`src/hw/rtl/mavg_pkg.sv`:
```
`default_nettype none

package mavg_pkg;

   // Beat field widths
   localparam int DATA_W      = 32;
   localparam int WIN_LEN_W   = 9;
   localparam int FACTOR_W    = 18;
   localparam int CSR_INDEX_W = 4;
   localparam int CSR_DATA_W  = 32;

   // Register indexes
   localparam logic [CSR_INDEX_W-1:0] CSR_WINDOW_LEN = CSR_INDEX_W'(0);
   localparam logic [CSR_INDEX_W-1:0] CSR_EMA_FACTOR = CSR_INDEX_W'(1);

   // Register reset values
   localparam logic [WIN_LEN_W-1:0] WIN_LEN_RESET = WIN_LEN_W'(10);
   localparam logic [FACTOR_W-1:0]  FACTOR_RESET  = FACTOR_W'(131072);

   // Smoothing weight: unsigned Q1.24, 1.0 included
   localparam int ALPHA_FRAC      = 24;
   localparam int ALPHA_W         = ALPHA_FRAC + 1;
   localparam int ALPHA_PRE_SHIFT = ALPHA_FRAC - 16;
   localparam logic [ALPHA_W-1:0] ALPHA_ONE = ALPHA_W'(1) << ALPHA_FRAC;

   // Blend products and accumulator
   localparam int PROD_W = ALPHA_W + DATA_W;
   localparam int ACC_W  = PROD_W + 1;
   localparam logic [ACC_W-1:0] ALPHA_HALF = ACC_W'(1) << (ALPHA_FRAC - 1);

   // Quotient bits resolved per divider cycle
   localparam int DIV_RADIX_BITS = 2;

endpackage

`default_nettype wire

```
`src/hw/rtl/mavg_divider.sv`:
```
`default_nettype none

module mavg_divider #(
   parameter int DIVIDEND_W = 40,
   parameter int DIVISOR_W = 9
) (
   input  wire logic                  clock,
   input  wire logic                  reset,
   input  wire logic                  start,
   input  wire logic [DIVIDEND_W-1:0] dividend,
   input  wire logic [DIVISOR_W-1:0]  divisor,
   output logic                       done,
   output logic      [DIVIDEND_W-1:0] quotient
);
   import mavg_pkg::*;

   localparam int STEPS = (DIVIDEND_W + DIV_RADIX_BITS - 1) / DIV_RADIX_BITS;
   localparam int PAD_W = STEPS * DIV_RADIX_BITS;
   localparam int CNT_W = $clog2(STEPS + 1);

   logic                 busy_ff, busy_in;
   logic                 done_ff, done_in;
   logic [CNT_W-1:0]     cnt_ff, cnt_in;
   logic [PAD_W-1:0]     quo_ff, quo_in;
   logic [DIVISOR_W-1:0] rem_ff, rem_in;
   logic [DIVISOR_W-1:0] dvs_ff, dvs_in;

   // Restoring division, DIV_RADIX_BITS quotient bits per cycle
   always_comb begin
      logic [DIVISOR_W:0]   r_sh;
      logic [DIVISOR_W-1:0] r;
      logic [PAD_W-1:0]     q;

      busy_in = busy_ff;
      done_in = 1'b0;
      cnt_in  = cnt_ff;
      quo_in  = quo_ff;
      rem_in  = rem_ff;
      dvs_in  = dvs_ff;
      r       = rem_ff;
      q       = quo_ff;
      r_sh    = '0;

      if (start) begin
         busy_in = 1'b1;
         cnt_in  = CNT_W'(STEPS);
         quo_in  = PAD_W'(dividend);
         rem_in  = '0;
         dvs_in  = divisor;
      end else if (busy_ff) begin
         for (int i = 0; i < DIV_RADIX_BITS; i++) begin
            r_sh = {r, q[PAD_W-1]};
            q    = {q[PAD_W-2:0], 1'b0};
            if (r_sh >= {1'b0, dvs_ff}) begin
               r_sh = r_sh - {1'b0, dvs_ff};
               q[0] = 1'b1;
            end
            r = r_sh[DIVISOR_W-1:0];
         end
         quo_in = q;
         rem_in = r;
         cnt_in = cnt_ff - CNT_W'(1);
         if (cnt_ff == CNT_W'(1)) begin
            busy_in = 1'b0;
            done_in = 1'b1;
         end
      end
   end

   always_ff @(posedge clock) begin
      if (reset) begin
         busy_ff <= 1'b0;
         done_ff <= 1'b0;
         cnt_ff  <= '0;
      end else begin
         busy_ff <= busy_in;
         done_ff <= done_in;
         cnt_ff  <= cnt_in;
      end
      quo_ff <= quo_in;
      rem_ff <= rem_in;
      dvs_ff <= dvs_in;
   end

   assign done     = done_ff;
   assign quotient = quo_ff[DIVIDEND_W-1:0];

endmodule

`default_nettype wire

```
`config.mk`:
```
export PLATFORM = sky130hd
export DESIGN_NAME = mavg_divider
export DESIGN_NICKNAME = d
export VERILOG_FILES = /design/src/hw/rtl/mavg_pkg.sv /design/src/hw/rtl/mavg_divider.sv
export SDC_FILE = /design/constraint.sdc
export NUM_CORES = 1
export LEC_CHECK = 0
export CAP_MARGIN = 5
export CORE_AREA = 4 4 83 85
export CTS_CLUSTER_DIAMETER = 60
export DETAILED_ROUTE_END_ITERATION = 6
export DIE_AREA = 0 0 87 89
export DONT_BUFFER_PORTS = 1
export GPL_TIMING_DRIVEN = 1
export PLACE_DENSITY = 0.74
export SYNTH_ARGS = -nofsm -noshare
export SYNTH_HDL_FRONTEND = slang
export SYNTH_SLANG_ARGS = --single-unit
```
`constraint.sdc`:
```
create_clock -name clock -period 8.4 [get_ports clock]
set_clock_uncertainty 0.1 [all_clocks]
set_input_delay 0.84 -clock clock [delete_from_list [all_inputs] [get_ports clock]]
set_output_delay 0.84 -clock clock [all_outputs]
set_load 0.01 [all_outputs]
```
==> tab_implementation.tex, run 1 <==
\begin{tabular}{lr}
\hline
Metric & Value \\
\hline
\multicolumn{2}{l}{\textbf{Yosys}} \\
\quad Post-Syn Instances & slightly below 300 \\
\quad Post-synthesis cell type count & 50 \\
\quad Top-count cell post-synth & sky130\_fd\_sc\_hd\_\_edfxtp\_1 \\
\quad Share of the yosys chip area belonging to registers & $\sim$50\% \\
\quad Cell types occupying the most area after synthesis & sky130\_fd\_sc\_hd\_\_edfxtp\_1 (41\%), sky130\_fd\_sc\_hd\_\_mux2\_2 (14\%), sky130\_fd\_sc\_hd\_\_dfxtp\_1 (8.9\%) \\
\quad Cell area after synthesis & around 3600 µm² \\
\quad Synthesis Warnings & 0 \\
\quad Number of synthesized flops with an enable pin & between 40 and 50 \\
\quad Register bit total from synthesis & 65 \\
\quad Most common flop cell mapped by yosys & sky130\_fd\_sc\_hd\_\_edfxtp\_1 \\
\quad Area share of the largest cell type after synthesis & 41.1\% \\
\quad Per-instance average area after synthesis & 12.3 µm² \\
\quad Async set-reset flop share out of synthesis & 0\% \\
\quad Most area-hungry cell type in the Yosys netlist & sky130\_fd\_sc\_hd\_\_edfxtp\_1 \\
\quad Nets in the synthesized netlist & 364 \\
\quad Leading post-synthesis cells by instance count & sky130\_fd\_sc\_hd\_\_edfxtp\_1 (49), sky130\_fd\_sc\_hd\_\_mux2\_2 (44), sky130\_fd\_sc\_hd\_\_nor2\_1 (22), sky130\_fd\_sc\_hd\_\_ha\_1 (20), sky130\_fd\_sc\_hd\_\_inv\_1 (18) \\
\multicolumn{2}{l}{\textbf{Routing}} \\
\quad Via count normalized by instance count & a little over 6 \\
\quad Total wirelength of the detailed-routed design & 7.03 mm \\
\quad Total vias in the final route & about 2,300 \\
\quad Remaining antenna violation count & 0 \\
\quad Final routed wire length divided by cell count & 18.8 µm \\
\quad Violation count after the first detailed-routing iteration & 138 \\
\quad Iteration count of the initial detailed-routing pass & 4 \\
\quad DRC Markers & 0 \\
\multicolumn{2}{l}{\textbf{GRT}} \\
\quad Overall overflow remaining after global route & 0 \\
\quad Wire length of the first global-routing pass & 11.1 mm \\
\quad Number of global-route vias before repair & 2,328 \\
\quad Overall routing resource usage & about a fifth \\
\quad Antenna violations before repair & 0 \\
\quad Largest net degree at the start of global routing & 68 \\
\multicolumn{2}{l}{\textbf{Timing}} \\
\quad Final period util & approximately 59\% \\
\quad Min setup slack post-route & $\sim$3400 ps \\
\quad Tightest slew margin relative to the limit & 30.9\% \\
\quad Time the worst path needs with I/O delays and setup & between 4000 and 5000 ps \\
\quad Setup repair after global routing missed its margin & false \\
\quad Slew Limit Fails & 0 \\
\quad Final setup violation count & 0 \\
\quad Hold violation count in the final report & 0 \\
\quad Maximum clock frequency & about 0.20 GHz \\
\quad Final sum of negative setup slack & 0 ps \\
\quad Pin slew with the least headroom to its limit & 1030 ps \\
\multicolumn{2}{l}{\textbf{Die}} \\
\quad Placeable core region & 6200 µm² \\
\quad I/O pin count & 93 \\
\quad Number of cell rows & 29 \\
\quad Die Ht & 89 µm \\
\quad Starting density of the core & 57.7\% \\
\quad Die area & between 7000 and 8000 µm² \\
\quad Width of the die & 87 µm \\
\multicolumn{2}{l}{\textbf{Power}} \\
\quad Net switching share of the total power & between 30\% and 40\% \\
\quad Switching pwr & 414 µW \\
\quad Peak VDD IR & 151 µV \\
\quad Clk network pwr share & 22.0\% \\
\quad Power Density & 306 nW/µm² \\
\quad Share of total power in sequential cells & about 38\% \\
\quad Relative contribution of combinational cells to total power & 40.4\% \\
\quad Cell-internal power & roughly 760 µW \\
\quad Leak & 0.00146 µW \\
\multicolumn{2}{l}{\textbf{Critical path}} \\
\quad CP Buf/Inv Count & 2 \\
\quad Chain of cells forming the critical path & inv\_1 > ha\_1 > inv\_1 > fa\_1 > a211oi\_2 > o211ai\_1 > a21boi\_1 > mux2\_2 > ha\_1 > a21oi\_2 > a21oi\_1 > o31a\_1 > a211o\_2 > mux2\_4 > a211oi\_2 \\
\quad Dominant delay contributor by cell family on the critical path & compound AO/OA/AOI/OAI gates \\
\quad Category of the worst setup path capture point & flop \\
\quad Arrival time at the worst endpoint & 5140 ps \\
\quad Data required time at the worst endpoint & 8550 ps \\
\quad Slack of the worst reg-to-reg path & 3410 ps \\
\quad Category of the critical setup timing path & flop to flop \\
\quad Biggest fanout along the worst timing path & 12 \\
\quad Biggest cell delay along the critical path & 810 ps \\
\quad Cell with the biggest individual delay on the critical path & sky130\_fd\_sc\_hd\_\_a21boi\_1 \\
\quad Kind of start point of the critical path & flop \\
\multicolumn{2}{l}{\textbf{Run status}} \\
\quad Status & completed \\
\multicolumn{2}{l}{\textbf{CTS}} \\
\quad TritonCTS clock tree & yes \\
\quad Post-CTS Setup Bufs & 0 \\
\quad Hold\_buf cts & 0 \\
\quad Worst-case clock buffer depth & 2 \\
\quad Clock Latency Late Sink & 340 ps \\
\quad CTS buffer count & 9 \\
\quad Clock Sink Count & 65 \\
\quad CTS HTree Levels & 3 \\
\quad CTS clock-pin slew for the worst setup and hold paths & $\sim$70 ps \\
\quad PostCTS Resize Cnt & 0 \\
\quad Root Driver & sky130\_fd\_sc\_hd\_\_clkbuf\_8 \\
\multicolumn{2}{l}{\textbf{Placement}} \\
\quad Number of buffers inserted by port buffering & 0 \\
\quad Minimum setup slack after placement & 3470 ps \\
\quad Final weighted congestion of routability-driven global placement & 0.915 \\
\quad Half-perimeter wire length after detailed placement & 5.10 mm \\
\multicolumn{2}{l}{\textbf{Min path}} \\
\quad Class of the tightest hold or removal check & flop to flop \\
\multicolumn{2}{l}{\textbf{Run}} \\
\quad Max\_cap viols & 0 \\
\multicolumn{2}{l}{\textbf{Finish}} \\
\quad Antenna diodes & 0 \\
\quad Total number of nets in the final design & 366 \\
\quad Area growth syn-to-layout & 6.82\% \\
\quad Share of final-layout standard cells stronger than drive strength 1 & 23.2\% \\
\hline
\end{tabular}
## cell type report
| class | count | area (µm²) |
|---|---|---|
| Clock buffer | 9 | 124 |
| Clock inverter | 7 | 68.8 |
| Fill cell | 500 | 2380 |
| Inverter | 18 | 67.6 |
| Multi-Input combinational cell | 197 | 1670 |
| Sequential cell | 65 | 1790 |
| Tap cell | 77 | 96.3 |
| Timing Repair Buffer | 1 | 7.51 |
## cells by family (layout without fill, tap and decap cells)
kind of cell / count (synthesis) / count (layout) / synth area share [%]
compound gates: 54 / 54 / 11.1
xor+xnor: 11 / 11 / 2.69
fa+ha+maj: 22 / 22 / 8.11
buf+inv: 28 / 35 / 3.36
flops: 65 / 65 / 50.1
mux: 53 / 53 / 16.5
simple gates: 57 / 57 / 8.18
## path summary, 6_finish.rpt
check | depth (start not counted) | to | start
max | 15 | rem_ff[0]$_SDFFE_PP0P_ | quotient[39]$_DFFE_PP_
min | 2 | cnt_ff[1]$_SDFFE_PP0P_ | cnt_ff[1]$_SDFFE_PP0P_
min reg2reg | 2 | cnt_ff[1]$_SDFFE_PP0P_ | cnt_ff[1]$_SDFFE_PP0P_
max reg2reg | 15 | rem_ff[0]$_SDFFE_PP0P_ | quotient[39]$_DFFE_PP_
## sequential cells by signal, summed over array words and instances, names as in the netlist
signal	flops
busy_ff	1
cnt_ff	5
done	1
dvs_ff	9
quotient	40
rem_ff	9
## power by group through the flow
stage	combinational [µW]	sequential, µW	clock (µW)
2_1_floorplan	411	435	0
3_3_place_gp	461	448	0
3_5_place_dp	469	447	0
4_1_cts	471	441	264
5_1_grt	522	446	280
6_report	473	441	258
## worst reg2reg max path: cells and delay by family (launching register included)
family	cells	cell delay (ps)
AOI/OAI and AO/OA	8	2460
adders and majority gates	3	960
muxes	2	790
DFF	1	450
buffers and inverters	2	160
## metrics by stage
step	instance area, µm²	utilization [%]	hold WS [ps]	power [µW]	cells
floorplan	3580	-	374	846	290
global placement	3630	58.5	390	910	358
detailed placement	3630	58.5	399	916	358
CTS	3820	61.6	410	1180	374
global route	3820	61.6	430	1250	374
finish	3820	61.6	409	1170	374
## routing by layer
layer  routed length [µm]  vias to the layer above  track usage, %  share of wire, %
met1                 2940                     1061            23.8                42
met4                  106                        0            9.21               1.5
met2                 3340                       90            28.4                48
met5                    0                        -               0                 0
met3                  637                        6            7.83               9.1
li1                     -                     1099               -                 -
## cells in the final DEF, fill, tap and decap left out, types with 3 or more instances in the layout
cell,count
sky130_fd_sc_hd__edfxtp_1,49
sky130_fd_sc_hd__mux2_2,44
sky130_fd_sc_hd__nor2_1,22
sky130_fd_sc_hd__ha_1,20
sky130_fd_sc_hd__inv_1,18
sky130_fd_sc_hd__dfxtp_1,16
sky130_fd_sc_hd__a21oi_1,10
sky130_fd_sc_hd__clkbuf_8,9
sky130_fd_sc_hd__mux2i_1,8
sky130_fd_sc_hd__o21ai_0,6
sky130_fd_sc_hd__nand2_1,6
sky130_fd_sc_hd__xnor2_1,6
sky130_fd_sc_hd__a211oi_1,6
sky130_fd_sc_hd__nor3_1,6
sky130_fd_sc_hd__xor2_1,5
sky130_fd_sc_hd__nand2b_1,5
sky130_fd_sc_hd__o21a_1,4
sky130_fd_sc_hd__o211ai_1,4
sky130_fd_sc_hd__o31a_1,3
sky130_fd_sc_hd__nand4_1,3
sky130_fd_sc_hd__a21o_1,3
Note: power is estimated with default switching activity, not from simulation.
==> run 2: changes to the inputs <==
--- a/config.mk
+++ b/config.mk
@@ -5,11 +5,12 @@
 export SDC_FILE = /design/constraint.sdc
 export NUM_CORES = 1
 export LEC_CHECK = 0
+export ABC_AREA = 1
 export CAP_MARGIN = 5
-export CORE_AREA = 4 4 83 85
+export CORE_AREA = 4 4 85 87
 export CTS_CLUSTER_DIAMETER = 60
 export DETAILED_ROUTE_END_ITERATION = 6
-export DIE_AREA = 0 0 87 89
+export DIE_AREA = 0 0 89 91
 export DONT_BUFFER_PORTS = 1
 export GPL_TIMING_DRIVEN = 1
 export PLACE_DENSITY = 0.74
==> constraint.sdc (replaced) <==
create_clock -name clock -period 4.7 [get_ports clock]
set_clock_uncertainty 0.1 [all_clocks]
set_input_delay 0.47 -clock clock [delete_from_list [all_inputs] [get_ports clock]]
set_output_delay 0.47 -clock clock [all_outputs]
set_load 0.01 [all_outputs]
==> run 2 against run 1 <==
Final area grew 6.4%. Critical path depth grew 4. Synthesized cell count grew 60%. Utilization grew 2.5 points. Synthesized area grew 6.5%. Total power grew 83%. Routed wire length grew 11%. Global-route usage grew 1.9 points. Non-clock buffer count is the same. Sequential cell count is the same. Highest routed layer unchanged.
==> tab_implementation.tex, run 2 <==
\begin{tabular}{lr}
\hline
Metric & Value \\
\hline
\multicolumn{2}{l}{\textbf{Min path}} \\
\quad Class of the tightest hold or removal check & input pin to flop \\
\multicolumn{2}{l}{\textbf{Placement}} \\
\quad Half-perimeter wire length after detailed placement & 5.86 mm (+15\%) \\
\quad Final weighted congestion of routability-driven global placement & 0.864 (-5.6\%) \\
\quad Minimum setup slack after placement & 947 ps (-2520 ps) \\
\quad Number of buffers inserted by port buffering & 0 (unchanged) \\
\multicolumn{2}{l}{\textbf{Yosys}} \\
\quad Most area-hungry cell type in the Yosys netlist & sky130\_fd\_sc\_hd\_\_edfxtp\_1 \\
\quad Leading post-synthesis cells by instance count & sky130\_fd\_sc\_hd\_\_nand2\_1 (198), sky130\_fd\_sc\_hd\_\_inv\_1 (55), sky130\_fd\_sc\_hd\_\_edfxtp\_1 (49), sky130\_fd\_sc\_hd\_\_nand3\_1 (23), sky130\_fd\_sc\_hd\_\_ha\_1 (20) \\
\quad Async set-reset flop share out of synthesis & 0\% (unchanged) \\
\quad Adder-cell share of the synthesized area & 7.61\% (-0.50 points) \\
\quad Nets in the synthesized netlist & 538 (+48\%) \\
\quad Post-synthesis compound-gate area fraction & 4.79\% (-6.3 points) \\
\quad Post-Syn Instances & 464 (+60\%) \\
\quad Per-instance average area after synthesis & 8.22 µm² (-33\%) \\
\quad Top-count cell post-synth & sky130\_fd\_sc\_hd\_\_nand2\_1 \\
\quad Multiplexer share of the synthesized area & 0\% (-16 points) \\
\quad XOR/XNOR share of the synthesized area & 2.30\% (-0.39 points) \\
\quad Most common flop cell mapped by yosys & sky130\_fd\_sc\_hd\_\_edfxtp\_1 \\
\quad Combinational family with the most area after synthesis & simple AND/OR/NAND/NOR gates \\
\quad Post-synthesis cell type count & 32 (-36\%) \\
\quad Area share of the largest cell type after synthesis & 38.6\% (-2.5 points) \\
\quad Number of synthesized flops with an enable pin & 49 (unchanged) \\
\quad Post-synthesis simple-gate area fraction & 30.8\% (+23 points) \\
\quad Synthesis Warnings & 0 (unchanged) \\
\quad Cell area after synthesis & 3810 µm² (+6.5\%) \\
\quad Cell types occupying the most area after synthesis & sky130\_fd\_sc\_hd\_\_edfxtp\_1 (39\%), sky130\_fd\_sc\_hd\_\_nand2\_1 (19\%), sky130\_fd\_sc\_hd\_\_dfxtp\_1 (8.4\%) \\
\quad Share of the yosys chip area belonging to registers & 47.0\% (-3.1 points) \\
\quad Register bit total from synthesis & 65 (unchanged) \\
\multicolumn{2}{l}{\textbf{Routing}} \\
\quad Total wirelength of the detailed-routed design & 7.80 mm (+11\%) \\
\quad Total vias in the final route & 2,863 (+27\%) \\
\quad Iteration count of the initial detailed-routing pass & 4 (unchanged) \\
\quad Remaining antenna violation count & 0 (unchanged) \\
\quad Final routed wire length divided by cell count & 14.3 µm (-24\%) \\
\quad Violation count after the first detailed-routing iteration & 116 (-16\%) \\
\quad Via count normalized by instance count & 5.24 (-13\%) \\
\quad DRC Markers & 0 (unchanged) \\
\multicolumn{2}{l}{\textbf{CTS}} \\
\quad Worst-case clock buffer depth & 2 (unchanged) \\
\quad Root Driver & sky130\_fd\_sc\_hd\_\_clkbuf\_8 \\
\quad TritonCTS clock tree & yes \\
\quad CTS clock-pin slew for the worst setup and hold paths & 70 ps (about the same) \\
\quad Post-CTS Setup Bufs & 0 (unchanged) \\
\quad PostCTS Resize Cnt & 0 (unchanged) \\
\quad CTS buffer count & 9 (unchanged) \\
\quad Hold\_buf cts & 0 (unchanged) \\
\quad Clock Latency Late Sink & 350 ps (about the same) \\
\quad CTS HTree Levels & 3 (unchanged) \\
\quad Clock Sink Count & 65 (unchanged) \\
\multicolumn{2}{l}{\textbf{Timing}} \\
\quad Time the worst path needs with I/O delays and setup & 3740 ps (-1250 ps) \\
\quad Slew Limit Fails & 0 (unchanged) \\
\quad Pin slew with the least headroom to its limit & 1110 ps (+80.2 ps) \\
\quad Final sum of negative setup slack & 0 ps (unchanged) \\
\quad Maximum clock frequency & 0.267 GHz (+33\%) \\
\quad Final setup violation count & 0 (unchanged) \\
\quad Min setup slack post-route & 959 ps (-2450 ps) \\
\quad Tightest slew margin relative to the limit & 25.2\% (-5.7 points) \\
\quad Final period util & 79.6\% (+20 points) \\
\quad Hold violation count in the final report & 0 (unchanged) \\
\quad Setup repair after global routing missed its margin & false \\
\multicolumn{2}{l}{\textbf{Critical path}} \\
\quad Chain of cells forming the critical path & inv\_1 > ha\_1 > inv\_1 > fa\_1 > nand2\_1 > nand3\_2 > nand2\_2 > nand2\_4 > o21ai\_2 > inv\_1 > fa\_1 > nand3\_1 > nand3\_1 > nand2\_1 > nand2\_1 > a21oi\_2 > nand2\_2 > nor2\_8 > o21ai\_0 \\
\quad Dominant delay contributor by cell family on the critical path & simple AND/OR/NAND/NOR gates \\
\quad Arrival time at the worst endpoint & 3740 ps (-1400 ps) \\
\quad Biggest cell delay along the critical path & 490 ps (-320 ps) \\
\quad Cell with the biggest individual delay on the critical path & sky130\_fd\_sc\_hd\_\_edfxtp\_1 \\
\quad CP Buf/Inv Count & 3 (+1) \\
\quad Kind of start point of the critical path & flop \\
\quad Category of the worst setup path capture point & flop \\
\quad Category of the critical setup timing path & flop to flop \\
\quad Data required time at the worst endpoint & 4700 ps (-3850 ps) \\
\quad Biggest fanout along the worst timing path & 13 (+1) \\
\multicolumn{2}{l}{\textbf{Finish}} \\
\quad Total number of nets in the final design & 538 (+47\%) \\
\quad Share of final-layout standard cells stronger than drive strength 1 & 9.17\% (-14 points) \\
\quad Most frequent cells in the layout & sky130\_fd\_sc\_hd\_\_nand2\_1 (198), sky130\_fd\_sc\_hd\_\_inv\_1 (55), sky130\_fd\_sc\_hd\_\_edfxtp\_1 (49), sky130\_fd\_sc\_hd\_\_nand3\_1 (23), sky130\_fd\_sc\_hd\_\_ha\_1 (20) \\
\quad Flip-flop count of the largest register after layout & 40 (unchanged) \\
\quad Commonest non-fill, non-tap cell in the layout & sky130\_fd\_sc\_hd\_\_nand2\_1 \\
\quad Area growth syn-to-layout & 6.73\% (about the same) \\
\quad Filler Cells Inserted & 547 (+9.4\%) \\
\quad Antenna diodes & 0 (unchanged) \\
\multicolumn{2}{l}{\textbf{GRT}} \\
\quad Wire length of the first global-routing pass & 13.0 mm (+17\%) \\
\quad Largest net degree at the start of global routing & 55 (-19\%) \\
\quad Antenna violations before repair & 0 (unchanged) \\
\quad Number of global-route vias before repair & 2,800 (+20\%) \\
\quad Overall overflow remaining after global route & 0 (unchanged) \\
\quad Overall routing resource usage & 20.8\% (+1.9 points) \\
\multicolumn{2}{l}{\textbf{Run status}} \\
\quad Status & completed \\
\multicolumn{2}{l}{\textbf{Die}} \\
\quad I/O pin count & 93 (unchanged) \\
\quad Width of the die & 89 µm (+2.3\%) \\
\quad Die area & 8100 µm² (+4.6\%) \\
\quad Starting density of the core & 60.1\% (+2.4 points) \\
\quad Die Ht & 91 µm (+2.2\%) \\
\quad Number of cell rows & 29 (unchanged) \\
\quad Placeable core region & 6350 µm² (+2.3\%) \\
\multicolumn{2}{l}{\textbf{Run}} \\
\quad Max\_cap viols & 0 (unchanged) \\
\multicolumn{2}{l}{\textbf{Power}} \\
\quad Peak VDD IR & 385 µV (+150\%) \\
\quad Power Density & 526 nW/µm² (+72\%) \\
\quad Leak & 0.00204 µW (+39\%) \\
\hline
\end{tabular}
[run 2: cell count changes after synthesis, sizes merged, moves of 4 or more]
cell,before,now
mux2,45,0
o21a,4,0
nand2,6,209
nand3,2,27
a211oi,8,1
nand2b,5,0
inv,18,55
mux2i,8,0
o21ai,6,11
nor3,6,2
[run 2: through the flow]
| step | total power [µW] | utilization [%] | hold slack [ps] | cells | instance area [µm²] |
|---|---|---|---|---|---|
| 3_5_place_dp | 1610 | 60.5 | 364 | 530 | 3840 |
| 3_3_place_gp | 1600 | 60.5 | 357 | 530 | 3840 |
| 2_1_floorplan | 1480 | - | 342 | 464 | 3810 |
| 5_1_grt | 2310 | 64.1 | 65.3 | 546 | 4070 |
| 4_1_cts | 2150 | 64.1 | 68.9 | 546 | 4070 |
| 6_report | 2140 | 64.1 | 84.3 | 546 | 4070 |
[run 2: where the power goes]
group          internal, µW  leakage, µW  total [µW]  switching (µW)
Sequential              704     0.000630         784            79.6
Clock                   314     0.000105         542             228
Combinational           310      0.00131         814             504
Total                  1330      0.00204        2140             812
[run 2: final timing paths]
kind	slack [ps]	depth (start not counted)	end	startpoint
setup reg to reg	960	19	quotient[0]$_DFFE_PP_	quotient[39]$_DFFE_PP_
hold / removal	80	1	cnt_ff[4]$_SDFFE_PP0P_	reset
hold reg to reg	370	2	cnt_ff[4]$_SDFFE_PP0P_	cnt_ff[4]$_SDFFE_PP0P_
setup / recovery	960	19	quotient[0]$_DFFE_PP_	quotient[39]$_DFFE_PP_
[run 2: layer usage]
metal	vias to the layer above	global-route usage (%)	wire length [µm]
met1	1275	25.8	3230
li1	1488	-	-
met2	94	33.3	3770
met4	0	5.58	78
met3	6	8.96	714
met5	-	0	0
[run 2: final cells by class]
| type | count | area (µm²) | share of cell area [%] |
|---|---|---|---|
| Clock buffer | 10 | 138 | 3.38 |
| Clock inverter | 6 | 91.3 | 2.24 |
| Inverter | 56 | 210 | 5.16 |
| Multi-Input combinational cell | 331 | 1740 | 42.6 |
| Sequential cell | 65 | 1790 | 44.0 |
| Tap cell | 77 | 96.3 | 2.37 |
| Timing Repair Buffer | 1 | 7.51 | 0.184 |
[run 2: cell families (layout without fill, tap and decap cells)]
family          after synthesis  in the layout
buf+inv                      68             73
fa+ha+maj                    22             22
flops                        65             65
compound gates               28             28
simple gates                271            271
xor+xnor                     10             10
[run 2: worst reg2reg max path: cells and delay by family, from the launching register on]
family	cells	cell delay, ps
adder cells (fa/ha/maj)	3	1010
flip-flops	1	490
AO/OA/AOI/OAI	3	460
buffers and inverters	3	260
AND/OR/NAND/NOR	10	1180
